File: src/hw/rtl/abrc_pkg.sv
// Shared types and constants for the atom bounds and residue census block.
package abrc_pkg;

	localparam int unsigned NAME_W  = 40;
	localparam int unsigned COORD_W = 25;
	localparam int unsigned RNUM_W  = 17;
	localparam int unsigned CNT_W   = 24;
	localparam int unsigned DEF_TYPE_SLOTS   = 16;
	localparam int unsigned DEF_SELECT_NAMES = 4;

	localparam logic [2:0] REG_WALL_AXIS   = 3'd0;
	localparam logic [2:0] REG_WALL_MIDDLE = 3'd1;
	localparam logic [2:0] REG_SEL_0       = 3'd2;
	localparam logic [2:0] REG_SEL_3       = 3'd5;

	localparam logic [2:0] KIND_CHAN_LO = 3'd0;
	localparam logic [2:0] KIND_CHAN_HI = 3'd1;
	localparam logic [2:0] KIND_SEL_LO  = 3'd2;
	localparam logic [2:0] KIND_SEL_HI  = 3'd3;
	localparam logic [2:0] KIND_COUNT   = 3'd4;
	localparam logic [2:0] KIND_TYPE    = 3'd5;

	localparam logic [1:0] ERR_SIZE = 2'b01;
	localparam logic [1:0] ERR_FULL = 2'b10;

	// controller -> datapath
	typedef struct packed {
		logic       atom;     // apply the held atom
		logic       close;    // close the open run into the type table
		logic       emit;     // load output register from the record mux
		logic [8:0] rec;      // record number within the report
		logic       last;
		logic       clear;    // frame state back to reset
	} abrc_cmd_t;

	// datapath -> controller
	typedef struct packed {
		logic [8:0] types;    // slots in use
	} abrc_sts_t;

	function automatic logic [NAME_W-1:0] upcase(input logic [NAME_W-1:0] n);
		logic [NAME_W-1:0] r;
		logic [7:0] b;
		r = '0;
		for (int i = 0; i < NAME_W / 8; i++) begin
			b = n[8*i +: 8];
			if (b >= 8'h61 && b <= 8'h7a) b = b - 8'd32;
			r[8*i +: 8] = b;
		end
		return r;
	endfunction

endpackage

File: src/hw/rtl/abrc_dpath.sv
// Datapath: bounds, run tracking, type table and report record mux.
module abrc_dpath import abrc_pkg::*; #(
	parameter int unsigned TYPE_SLOTS   = DEF_TYPE_SLOTS,
	parameter int unsigned SELECT_NAMES = DEF_SELECT_NAMES
) (
	input  logic                      clk,
	input  logic                      arst_n,
	input  logic                      cfg_we,
	input  logic [2:0]                cfg_index,
	input  logic [NAME_W-1:0]         cfg_data,
	input  logic                      in_load,
	input  logic [RNUM_W-1:0]         in_num,
	input  logic [NAME_W-1:0]         in_name,
	input  logic signed [COORD_W-1:0] in_x,
	input  logic signed [COORD_W-1:0] in_y,
	input  logic signed [COORD_W-1:0] in_z,
	input  abrc_cmd_t                 cmd,
	output abrc_sts_t                 sts,
	output logic [2:0]                o_kind,
	output logic [3:0]                o_slot,
	output logic [COORD_W-1:0]        o_coord,
	output logic                      o_found,
	output logic [CNT_W-1:0]          o_count,
	output logic [RNUM_W-1:0]         o_apm,
	output logic [NAME_W-1:0]         o_name,
	output logic                      o_sel,
	output logic [1:0]                o_err,
	output logic                      o_last
);
	localparam int unsigned SW = (TYPE_SLOTS > 1) ? $clog2(TYPE_SLOTS) : 1;

	logic [1:0]                wall_axis_q;
	logic signed [COORD_W-1:0] wall_mid_q;
	logic [NAME_W-1:0]         sel_name_q [SELECT_NAMES];

	logic [RNUM_W-1:0]         num_q;
	logic [NAME_W-1:0]         name_q;
	logic signed [COORD_W-1:0] pos_q [3];

	logic signed [COORD_W-1:0] sb_q [6];
	logic signed [COORD_W-1:0] cb_q [6];
	logic [5:0]                cf_q;
	logic [CNT_W-1:0]          sel_tot_q;
	logic                      run_act_q;
	logic [RNUM_W-1:0]         run_num_q;
	logic [NAME_W-1:0]         run_name_q;
	logic [RNUM_W-1:0]         run_tot_q;
	logic [NAME_W-1:0]         tn_q  [TYPE_SLOTS];
	logic [CNT_W-1:0]          tm_q  [TYPE_SLOTS];
	logic [RNUM_W-1:0]         ta_q  [TYPE_SLOTS];
	logic [8:0]                used_q;
	logic [1:0]                err_q;

	function automatic logic is_sel(input logic [NAME_W-1:0] n,
			input logic [NAME_W-1:0] s [SELECT_NAMES]);
		logic r;
		r = 1'b0;
		for (int k = 0; k < SELECT_NAMES; k++)
			if (s[k] == n) r = 1'b1;
		return r && (n != '0);
	endfunction

	// config registers
	always_ff @(posedge clk or negedge arst_n) begin
		if (!arst_n) begin
			wall_axis_q <= 2'd2;
			wall_mid_q  <= '0;
			for (int k = 0; k < SELECT_NAMES; k++) sel_name_q[k] <= '0;
		end else if (cfg_we) begin
			if (cfg_index == REG_WALL_AXIS) wall_axis_q <= cfg_data[1:0];
			if (cfg_index == REG_WALL_MIDDLE) wall_mid_q <= cfg_data[COORD_W-1:0];
			for (int k = 0; k < SELECT_NAMES; k++)
				if (cfg_index == REG_SEL_0 + 3'(k)) sel_name_q[k] <= cfg_data;
		end
	end

	// atom holding register
	always_ff @(posedge clk) begin
		if (in_load) begin
			num_q    <= in_num;
			name_q   <= upcase(in_name);
			pos_q[0] <= in_x;
			pos_q[1] <= in_y;
			pos_q[2] <= in_z;
		end
	end

	// type lookup for the open run
	logic          hit;
	logic [SW-1:0] hit_idx;
	always_comb begin
		hit = 1'b0;
		hit_idx = '0;
		for (int i = TYPE_SLOTS - 1; i >= 0; i--)
			if (9'(i) < used_q && tn_q[i] == run_name_q) begin
				hit = 1'b1;
				hit_idx = SW'(i);
			end
	end

	logic new_run, atom_sel, close_go;
	assign new_run  = !run_act_q || num_q != run_num_q || name_q != run_name_q;
	assign atom_sel = is_sel(name_q, sel_name_q);
	// open run ends at a change of residue or at frame end
	assign close_go = run_act_q && run_tot_q != '0 && (cmd.close || (cmd.atom && new_run));

	always_ff @(posedge clk or negedge arst_n) begin
		if (!arst_n) begin
			cf_q <= '0; sel_tot_q <= '0; run_act_q <= 1'b0;
			run_num_q <= '0; run_name_q <= '0; run_tot_q <= '0;
			used_q <= '0; err_q <= '0;
			for (int k = 0; k < 6; k++) begin sb_q[k] <= '0; cb_q[k] <= '0; end
		end else if (cmd.clear) begin
			cf_q <= '0; sel_tot_q <= '0; run_act_q <= 1'b0;
			run_num_q <= '0; run_name_q <= '0; run_tot_q <= '0;
			used_q <= '0; err_q <= '0;
		end else begin
			if (close_go) begin
				if (hit) begin
					if (ta_q[hit_idx] != run_tot_q) err_q <= err_q | ERR_SIZE;
				end else if (used_q < 9'(TYPE_SLOTS)) used_q <= used_q + 9'd1;
				else err_q <= err_q | ERR_FULL;
			end
			if (cmd.close) begin
				run_act_q <= 1'b0;
			end else if (cmd.atom) begin
				if (new_run) begin
					run_act_q <= 1'b1; run_num_q <= num_q;
					run_name_q <= name_q; run_tot_q <= RNUM_W'(1);
				end else if (run_tot_q != '1) run_tot_q <= run_tot_q + 1'b1;
				if (atom_sel) begin
					for (int k = 0; k < 3; k++) begin
						if (sel_tot_q == '0 || pos_q[k] < sb_q[k]) sb_q[k] <= pos_q[k];
						if (sel_tot_q == '0 || pos_q[k] > sb_q[k+3]) sb_q[k+3] <= pos_q[k];
					end
					if (sel_tot_q != '1) sel_tot_q <= sel_tot_q + 1'b1;
				end else begin
					for (int k = 0; k < 3; k++) begin
						if (wall_axis_q == 2'(k)) begin
							if (pos_q[k] < wall_mid_q && (!cf_q[k] || pos_q[k] > cb_q[k])) begin
								cb_q[k] <= pos_q[k]; cf_q[k] <= 1'b1;
							end
							if (pos_q[k] > wall_mid_q
									&& (!cf_q[k+3] || pos_q[k] < cb_q[k+3])) begin
								cb_q[k+3] <= pos_q[k]; cf_q[k+3] <= 1'b1;
							end
						end else begin
							if (!cf_q[k] || pos_q[k] < cb_q[k]) begin
								cb_q[k] <= pos_q[k]; cf_q[k] <= 1'b1;
							end
							if (!cf_q[k+3] || pos_q[k] > cb_q[k+3]) begin
								cb_q[k+3] <= pos_q[k]; cf_q[k+3] <= 1'b1;
							end
						end
					end
				end
			end
		end
	end

	// type table payload, no reset
	always_ff @(posedge clk) begin
		if (close_go && !cmd.clear) begin
			if (hit) begin
				if (ta_q[hit_idx] == run_tot_q && tm_q[hit_idx] != '1)
					tm_q[hit_idx] <= tm_q[hit_idx] + 1'b1;
			end else if (used_q < 9'(TYPE_SLOTS)) begin
				tn_q[used_q[SW-1:0]] <= run_name_q;
				tm_q[used_q[SW-1:0]] <= CNT_W'(1);
				ta_q[used_q[SW-1:0]] <= run_tot_q;
			end
		end
	end

	assign sts.types = used_q;

	// record mux into the output register
	logic [2:0] k6;
	logic [SW-1:0] ti;
	assign ti = cmd.rec[SW-1:0] - SW'(13);
	always_ff @(posedge clk) begin
		if (cmd.emit) begin
			o_err  <= err_q;
			o_last <= cmd.last;
			o_coord <= '0; o_found <= 1'b0; o_count <= '0;
			o_apm <= '0; o_name <= '0; o_sel <= 1'b0; o_slot <= '0;
			if (cmd.rec < 9'd6) begin
				o_kind  <= (cmd.rec < 9'd3) ? KIND_CHAN_LO : KIND_CHAN_HI;
				o_slot  <= (cmd.rec < 9'd3) ? cmd.rec[3:0] : cmd.rec[3:0] - 4'd3;
				o_found <= cf_q[cmd.rec[2:0]];
				o_coord <= cf_q[cmd.rec[2:0]] ? cb_q[cmd.rec[2:0]] : '0;
			end else if (cmd.rec < 9'd12) begin
				o_kind  <= (cmd.rec < 9'd9) ? KIND_SEL_LO : KIND_SEL_HI;
				o_slot  <= (cmd.rec < 9'd9) ? cmd.rec[3:0] - 4'd6 : cmd.rec[3:0] - 4'd9;
				o_found <= sel_tot_q != '0;
				o_coord <= (sel_tot_q != '0) ? sb_q[k6] : '0;
			end else if (cmd.rec == 9'd12) begin
				o_kind  <= KIND_COUNT;
				o_count <= sel_tot_q;
			end else begin
				o_kind  <= KIND_TYPE;
				o_slot  <= 4'(cmd.rec - 9'd13);
				o_count <= tm_q[ti];
				o_apm   <= ta_q[ti];
				o_name  <= tn_q[ti];
				o_sel   <= is_sel(tn_q[ti], sel_name_q);
			end
		end
	end
	assign k6 = 3'(cmd.rec - 9'd6);

endmodule

File: src/hw/rtl/abrc_ctrl.sv
// Controller: atom intake, frame-end run close and report sequencing.
module abrc_ctrl import abrc_pkg::*; (
	input  logic      clk,
	input  logic      arst_n,
	input  logic      s_tvalid,
	output logic      s_tready,
	input  logic      s_last,
	output logic      in_load,
	output logic      m_tvalid,
	input  logic      m_tready,
	output abrc_cmd_t cmd,
	input  abrc_sts_t sts
);
	typedef enum logic [2:0] {ST_IDLE, ST_ATOM, ST_CLOSE, ST_EMIT, ST_WAIT} st_t;
	st_t        st_q;
	logic       fe_q;
	logic [8:0] rec_q;
	logic [8:0] nrec;

	assign nrec     = 9'd13 + sts.types;
	assign s_tready = (st_q == ST_IDLE);
	assign in_load  = s_tvalid && s_tready;

	always_comb begin
		cmd = '0;
		cmd.rec   = rec_q;
		cmd.last  = (rec_q == nrec - 9'd1);
		cmd.atom  = (st_q == ST_ATOM);
		cmd.close = (st_q == ST_ATOM && fe_q) || (st_q == ST_CLOSE);
		cmd.emit  = (st_q == ST_EMIT);
		cmd.clear = (st_q == ST_WAIT) && m_tready && cmd.last;
		if (st_q == ST_ATOM && fe_q) cmd.close = 1'b0;
	end

	always_ff @(posedge clk or negedge arst_n) begin
		if (!arst_n) begin
			st_q <= ST_IDLE; fe_q <= 1'b0; rec_q <= '0; m_tvalid <= 1'b0;
		end else begin
			case (st_q)
				ST_IDLE: if (in_load) begin
					fe_q <= s_last;
					st_q <= ST_ATOM;
				end
				ST_ATOM: st_q <= fe_q ? ST_CLOSE : ST_IDLE;
				ST_CLOSE: begin
					rec_q <= '0;
					st_q  <= ST_EMIT;
				end
				ST_EMIT: begin
					m_tvalid <= 1'b1;
					st_q     <= ST_WAIT;
				end
				ST_WAIT: if (m_tready) begin
					m_tvalid <= 1'b0;
					if (rec_q == nrec - 9'd1) begin
						st_q <= ST_IDLE;
						fe_q <= 1'b0;
					end else begin
						rec_q <= rec_q + 9'd1;
						st_q  <= ST_EMIT;
					end
				end
				default: st_q <= ST_IDLE;
			endcase
		end
	end

	ap_ready_idle: assert property (@(posedge clk) disable iff (!arst_n)
		s_tready |-> !m_tvalid) else $error("input taken during report");
	ap_emit_valid: assert property (@(posedge clk) disable iff (!arst_n)
		st_q == ST_EMIT |=> m_tvalid) else $error("emit without valid");
	ap_rec_bound: assert property (@(posedge clk) disable iff (!arst_n)
		m_tvalid |-> rec_q < nrec) else $error("record past report end");
endmodule

File: src/hw/rtl/atom_bounds_and_residue_census.sv
// Top level: atom bounds and residue census.
// Atoms are taken one per beat; each atom is first registered, then applied to the state,
// and the block takes no new atom until that update is done. An atom with tlast set adds a
// close step for the open run into the type table, then a report of 13 + (types in use)
// beats follows, each held until the master takes it; no input is taken meanwhile.
// Type lookup is a parallel compare over all TYPE_SLOTS slots.
module atom_bounds_and_residue_census import abrc_pkg::*; #(
	parameter int unsigned TYPE_SLOTS   = DEF_TYPE_SLOTS,
	parameter int unsigned SELECT_NAMES = DEF_SELECT_NAMES
) (
	input  logic          clk,
	input  logic          arst_n,
	input  logic          cfg_we,
	input  logic [2:0]    cfg_index,
	input  logic [39:0]   cfg_data,
	input  logic          s_tvalid,
	output logic          s_tready,
	// residue_number[16:0], residue_name[56:17], pos_x[81:57], pos_y[106:82],
	// pos_z[131:107], zero fill
	input  logic [135:0]  s_tdata,
	input  logic          s_tlast,   // frame_end
	output logic          m_tvalid,
	input  logic          m_tready,
	// record_kind[2:0], slot_index[6:3], coordinate[31:7], bound_found[32],
	// count[56:33], molecule_atoms[73:57], type_name[113:74],
	// type_selected[114], error_code[116:115], zero fill
	output logic [119:0]  m_tdata,
	output logic          m_tlast    // last
);
	abrc_cmd_t cmd;
	abrc_sts_t sts;
	logic      in_load;
	logic [2:0] k; logic [3:0] sl; logic [24:0] co; logic fd; logic [23:0] cn;
	logic [16:0] ap; logic [39:0] nm; logic se; logic [1:0] er;

	abrc_ctrl u_ctrl (
		.clk, .arst_n, .s_tvalid, .s_tready, .s_last(s_tlast), .in_load,
		.m_tvalid, .m_tready, .cmd, .sts
	);

	abrc_dpath #(.TYPE_SLOTS(TYPE_SLOTS), .SELECT_NAMES(SELECT_NAMES)) u_dpath (
		.clk, .arst_n, .cfg_we, .cfg_index, .cfg_data, .in_load,
		.in_num(s_tdata[16:0]), .in_name(s_tdata[56:17]),
		.in_x(s_tdata[81:57]), .in_y(s_tdata[106:82]), .in_z(s_tdata[131:107]),
		.cmd, .sts, .o_kind(k), .o_slot(sl), .o_coord(co), .o_found(fd),
		.o_count(cn), .o_apm(ap), .o_name(nm), .o_sel(se), .o_err(er), .o_last(m_tlast)
	);

	assign m_tdata = {3'b000, er, se, nm, ap, cn, fd, co, sl, k};
endmodule
File: config.mk
export PLATFORM = sky130hd
export DESIGN_NAME = atom_bounds_and_residue_census
export DESIGN_NICKNAME = d
export VERILOG_FILES = /design/src/hw/rtl/abrc_pkg.sv /design/src/hw/rtl/abrc_dpath.sv /design/src/hw/rtl/abrc_ctrl.sv /design/src/hw/rtl/atom_bounds_and_residue_census.sv
export SDC_FILE = /design/constraint.sdc
export NUM_CORES = 2
export LEC_CHECK = 0
export BUFFER_PORTS_ARGS = -buffer_cell sky130_fd_sc_hd__buf_4
export CAP_MARGIN = 20
export CORE_AREA = 4 4 339 591
export CTS_BUF_LIST = sky130_fd_sc_hd__clkbuf_8 sky130_fd_sc_hd__clkbuf_16
export CTS_CLUSTER_SIZE = 24
export DETAILED_ROUTE_END_ITERATION = 16
export DIE_AREA = 0 0 343 595
export GPL_TIMING_DRIVEN = 0
export PLACE_DENSITY = 0.86
export SKIP_CTS_REPAIR_TIMING = 1
export SLEW_MARGIN = 20
export SYNTH_ARGS = -nofsm -noshare
export SYNTH_HDL_FRONTEND = slang
export SYNTH_SLANG_ARGS = --single-unit
export TNS_END_PERCENT = 10
File: constraint.sdc
create_clock -name clk -period 10.7 [get_ports clk]
set_input_delay 1.605 -clock clk [delete_from_list [all_inputs] [get_ports clk]]
set_output_delay 1.605 -clock clk [all_outputs]
set_load 0.02 [all_outputs]
==> impl_metrics.env, run 1 <==
export IMPL_synth_top_area_frac=0.4040
export IMPL_ys_warn_count=0
export IMPL_synth_cell_types=99
export IMPL_grt_ovfl_total=909
export IMPL_async_flop_share=0.2853
export IMPL_first_global_vias=104100
export IMPL_status="did not finish"
export IMPL_globalplace_congestion=1.253
export IMPL_synth_most_common_cell="edfxtp_1"
export IMPL_synth_ff_type="edfxtp_1"
export IMPL_flow_stopped_at="5_1_grt"
export IMPL_rows=215
export IMPL_clock_path_buffers=4
export IMPL_grt_pass1_wl_um=969400
export IMPL_grt_max_degree=99
export IMPL_cts_htree_levels=4
export IMPL_cts_made_buffers=207
export IMPL_postSynthCellCount=8683
export IMPL_syn_area_um2=114900
export IMPL_synth_avg_cell_area_um2=13.23
export IMPL_post_place_ws_ps=-695.5
export IMPL_chipHeight_um=595
export IMPL_track_usage=0.6801
export IMPL_cts_sinks=2163
export IMPL_dp_hpwl_um=445900
export IMPL_netlist_top_cell_by_area="edfxtp_1"
export IMPL_die_w_um=343
export IMPL_ys_ff_latch=2163
export IMPL_pin_count=308
export IMPL_cts_root_buf="clkbuf_16"
export IMPL_synthTopCellsByArea="edfxtp_1 (40%), dfrtp_1 (13%), mux4_2 (8.9%)"
export IMPL_first_error="[ERROR GRT-0116] Global routing finished with congestion. Check the congestion regions in the DRC Viewer."
export IMPL_synth_common_cells="edfxtp_1 (1546), dfrtp_1 (616), nand2_1 (598)"
export IMPL_synth_edf_count=1546
export IMPL_place_area_um2=123900
export IMPL_start_util=0.5875
export IMPL_port_buffers=300
export IMPL_ys_seq_area_frac=0.5384
==> routing by layer <==
layer / GRT overflow / GRT usage
met2: 527 / 0.8882
met1: 4 / 0.6812
met4: 361 / 0.7251
met5: 1 / 0.1295
met3: 16 / 0.4426
==> through the flow <==
| stage | instances | util |
|---|---|---|
| 4_1_cts | 12100 | 0.6685 |
| 2_1_floorplan | 8685 | - |
| 3_3_place_gp | 11590 | 0.6158 |
| 3_5_place_dp | 11720 | 0.6336 |
==> cells by family after synthesis <==
| kind of cell | count (synthesis) | share of synthesized area |
|---|---|---|
| compound gates | 956 | 0.05398 |
| fa+ha+maj | 400 | 0.04356 |
| simple gates | 2075 | 0.09446 |
| buf+inv | 857 | 0.03198 |
| flops | 2163 | 0.5384 |
| xor+xnor | 1092 | 0.08323 |
| other cells | 1 | 0.00003264 |
| mux | 1139 | 0.1544 |
==> inputs of run 2 (changes only) <==
--- a/config.mk
+++ b/config.mk
@@ -7,13 +7,11 @@
 export LEC_CHECK = 0
 export BUFFER_PORTS_ARGS = -buffer_cell sky130_fd_sc_hd__buf_4
 export CAP_MARGIN = 20
-export CORE_AREA = 4 4 339 591
-export CTS_BUF_LIST = sky130_fd_sc_hd__clkbuf_8 sky130_fd_sc_hd__clkbuf_16
-export CTS_CLUSTER_SIZE = 24
+export CORE_AREA = 4 4 541 543
 export DETAILED_ROUTE_END_ITERATION = 16
-export DIE_AREA = 0 0 343 595
+export DIE_AREA = 0 0 545 547
 export GPL_TIMING_DRIVEN = 0
-export PLACE_DENSITY = 0.86
+export PLACE_DENSITY_LB_ADDON = 0.15
 export SKIP_CTS_REPAIR_TIMING = 1
 export SLEW_MARGIN = 20
 export SYNTH_ARGS = -nofsm -noshare
==> impl_metrics.env, run 2 <==
export IMPL_die_w_um=545
export IMPL_firstDrtPassIters=7
export IMPL_start_util=0.3995
export IMPL_clk_insertion_delay_late_ps=930
export IMPL_globalplace_congestion=1.055
export IMPL_chipHeight_um=547
export IMPL_grt_pass1_wl_um=733000
export IMPL_vias_per_cell=6.335
export IMPL_cellLeakagePower_nw=46.42
export IMPL_track_usage=0.3630
export IMPL_core_area_um2=287700
export IMPL_internal_power_mw=19.64
export IMPL_ys_warn_count=0
export IMPL_synth_edf_count=1546
export IMPL_p_seq_frac=0.333
export IMPL_final_nets=9970
export IMPL_rr_worst_depth=25
export IMPL_r2r_slack_ps=-70
export IMPL_netlist_top_cell_by_area="edfxtp_1"
export IMPL_synth_common_cells="edfxtp_1 (1546), dfrtp_1 (616), nand2_1 (598)"
export IMPL_synthTopCellsByArea="edfxtp_1 (40%), dfrtp_1 (13%), mux4_2 (8.9%)"
export IMPL_drv_slew=0
export IMPL_cts_reportedPaths_clkPinSlew_ps=60
export IMPL_period_minus_slack_ps=10770
export IMPL_rsz0062_at_grt="false"
export IMPL_powerDensity_nw_per_um2=258.2
export IMPL_vdd_drop_max_mv=0.1521
export IMPL_setup_violations=10
export IMPL_port_buffers=300
export IMPL_synth_cell_types=99
export IMPL_postLayoutCellArea_um2=133600
export IMPL_drc=0
export IMPL_cts_sinks=2163
export IMPL_violations="negative setup slack"
export IMPL_worst_pin_slew_ps=1351
export IMPL_setup_ws_ps=-70.50
export IMPL_pin_count=308
export IMPL_min_from="u_dpath.err_q[1]"
export IMPL_max_cap_viol_count=0
export IMPL_hold_end="u_dpath.o_err[1]"
export IMPL_rows=197
export IMPL_synth_most_common_cell="edfxtp_1"
export IMPL_syn_area_um2=114900
export IMPL_p_sw_mw=14.86
export IMPL_critPathCaptureType="register"
export IMPL_cts_root_buf="clkbuf_16"
export IMPL_routed_via_count=84940
export IMPL_hold_path_class="reg -> reg"
export IMPL_cp_start_kind="register"
export IMPL_async_flop_share=0.2853
export IMPL_timing_fmax_ghz=0.09285
export IMPL_clock_path_buffers=4
export IMPL_switching_share=0.4307
export IMPL_synth_avg_cell_area_um2=13.23
export IMPL_synth_top_area_frac=0.4040
export IMPL_first_global_vias=81560
export IMPL_drt_first_iter_violations=12460
export IMPL_ys_seq_area_frac=0.5384
export IMPL_status="complete, but fails checks"
export IMPL_areaGrowthSynthToFinish_pct=16.31
export IMPL_period_share=1.007
export IMPL_skew_ps=55.76
export IMPL_dp_hpwl_um=426600
export IMPL_cts_made_buffers=265
export IMPL_antenna_found_initial=58
export IMPL_crit_fanout=17
export IMPL_postSynthCellCount=8683
export IMPL_cp_slowest_cell="nor4_1"
export IMPL_criticalPathCategory="reg -> reg"
export IMPL_pwr_share_comb=0.401
export IMPL_crit_arrival_ps=11360
export IMPL_slew_headroom=0.09262
export IMPL_drtAntennaViolNets=0
export IMPL_cp_required_ps=11290
export IMPL_grt_max_degree=91
export IMPL_cts_htree_levels=5
export IMPL_drive_above_1_share=0.2280
export IMPL_max_stage_delay_ps=1200
export IMPL_layout_commonest_cell="edfxtp_1"
export IMPL_place_area_um2=124700
export IMPL_largest_reg_flops=640
export IMPL_fill_cells=25790
export IMPL_hold_viol=0
export IMPL_finalPower_mw=34.51
export IMPL_dieArea_um2=298100
export IMPL_synth_ff_type="edfxtp_1"
export IMPL_cts_tree="yes"
export IMPL_grt_ovfl_total=0
export IMPL_min_path_cells=0
export IMPL_p_clk_frac=0.266
export IMPL_wirelength_um=553700
export IMPL_ys_ff_latch=2163
export IMPL_routedWlPerCell_um=41.29
export IMPL_rr_startpoint="u_dpath.run_name_q[6]"
export IMPL_r2r_end="u_dpath.tm_q[13][20]"
export IMPL_final_cell_mix="edfxtp_1 (1546), dfrtp_1 (611), nand2_1 (598)"
[run 2: power by group through the flow]
stage | logic, mW | clock network, mW | registers [mW]
floorplan | 6.87 | 0 | 11.0
global placement | 13.1 | 0 | 11.6
detailed placement | 13.2 | 0 | 11.6
CTS | 13.3 | 9.29 | 11.4
global route | 14.1 | 9.62 | 11.5
finish | 13.8 | 9.20 | 11.5
[run 2: how the worst max path moves through the flow]
stage | from | to | slack (ps) | cells past startpoint
final | u_dpath.run_name_q[6] | u_dpath.tm_q[13][20] | -70 | 25
after CTS | u_dpath.run_name_q[24] | u_dpath.tm_q[12][19] | -250 | 26
after detailed placement | u_dpath.run_name_q[24] | u_dpath.tm_q[12][16] | -170 | 26
after floorplan | u_dpath.run_name_q[22] | u_dpath.tm_q[13][0] | 2950 | 24
after global routing | u_dpath.run_name_q[24] | u_dpath.tm_q[13][20] | 9 | 26
after global placement | u_dpath.run_name_q[34] | u_dpath.tm_q[13][16] | -7470 | 20
[run 2: kinds of logic after synthesis]
logic type,count (synthesis),synth area share
multiplexers,1139,0.1544
XOR/XNOR,1092,0.08323
AO/OA/AOI/OAI,956,0.05398
AND/OR/NAND/NOR,2075,0.09446
flip-flops,2163,0.5384
other,1,0.00003264
buffers and inverters,857,0.03198
adder cells (fa/ha/maj),400,0.04356
[run 2: critical path: cells and delay by family, from the launching register on]
kind | cells | cell delay (ps)
AND/OR/NAND/NOR | 10 | 4450
buffers and inverters | 8 | 3190
AO/OA/AOI/OAI | 5 | 1160
flip-flops | 1 | 980
XOR/XNOR | 2 | 630
[run 2: per-layer routing]
| metal | wire length (µm) | track usage | part of all wire |
|---|---|---|---|
| met5 | 213 | 0 | 0.00038 |
| met4 | 34760 | 0.1853 | 0.063 |
| met3 | 58810 | 0.09446 | 0.11 |
| met2 | 241400 | 0.5439 | 0.44 |
| met1 | 218500 | 0.4864 | 0.39 |
[run 2: layout make-up]
class,count,area (µm²),area share
diodes,33,82.58,0.0006179
flip-flops and latches,2163,61870,0.4630
well taps,3781,4731,0.03540
clock inverters,142,1503,0.01124
repair buffers,433,4418,0.03306
clock buffers,335,7158,0.05356
inverters,391,1475,0.01104
plain buffers,466,2311,0.01729
multi-input cells,5665,50090,0.3748
[run 2: stage by stage]
| step | hold slack [ps] | utilization | instances | setup TNS [ps] | worst slack (ps) |
|---|---|---|---|---|---|
| 6_report | 479.0 | 0.4646 | 13410 | -351.5 | -70.50 |
| 5_1_grt | 497.3 | 0.4643 | 13380 | 0 | 9.320 |
| 4_1_cts | 476.1 | 0.4637 | 13370 | -1428 | -245.2 |
| 3_5_place_dp | 457.4 | 0.4336 | 12900 | -765.3 | -172.7 |
| 3_3_place_gp | 447.8 | 0.4238 | 12770 | -3030930 | -7471 |
| 2_1_floorplan | 425.6 | - | 8685 | 0 | 2951 |
(Power assumes the default switching activity.)
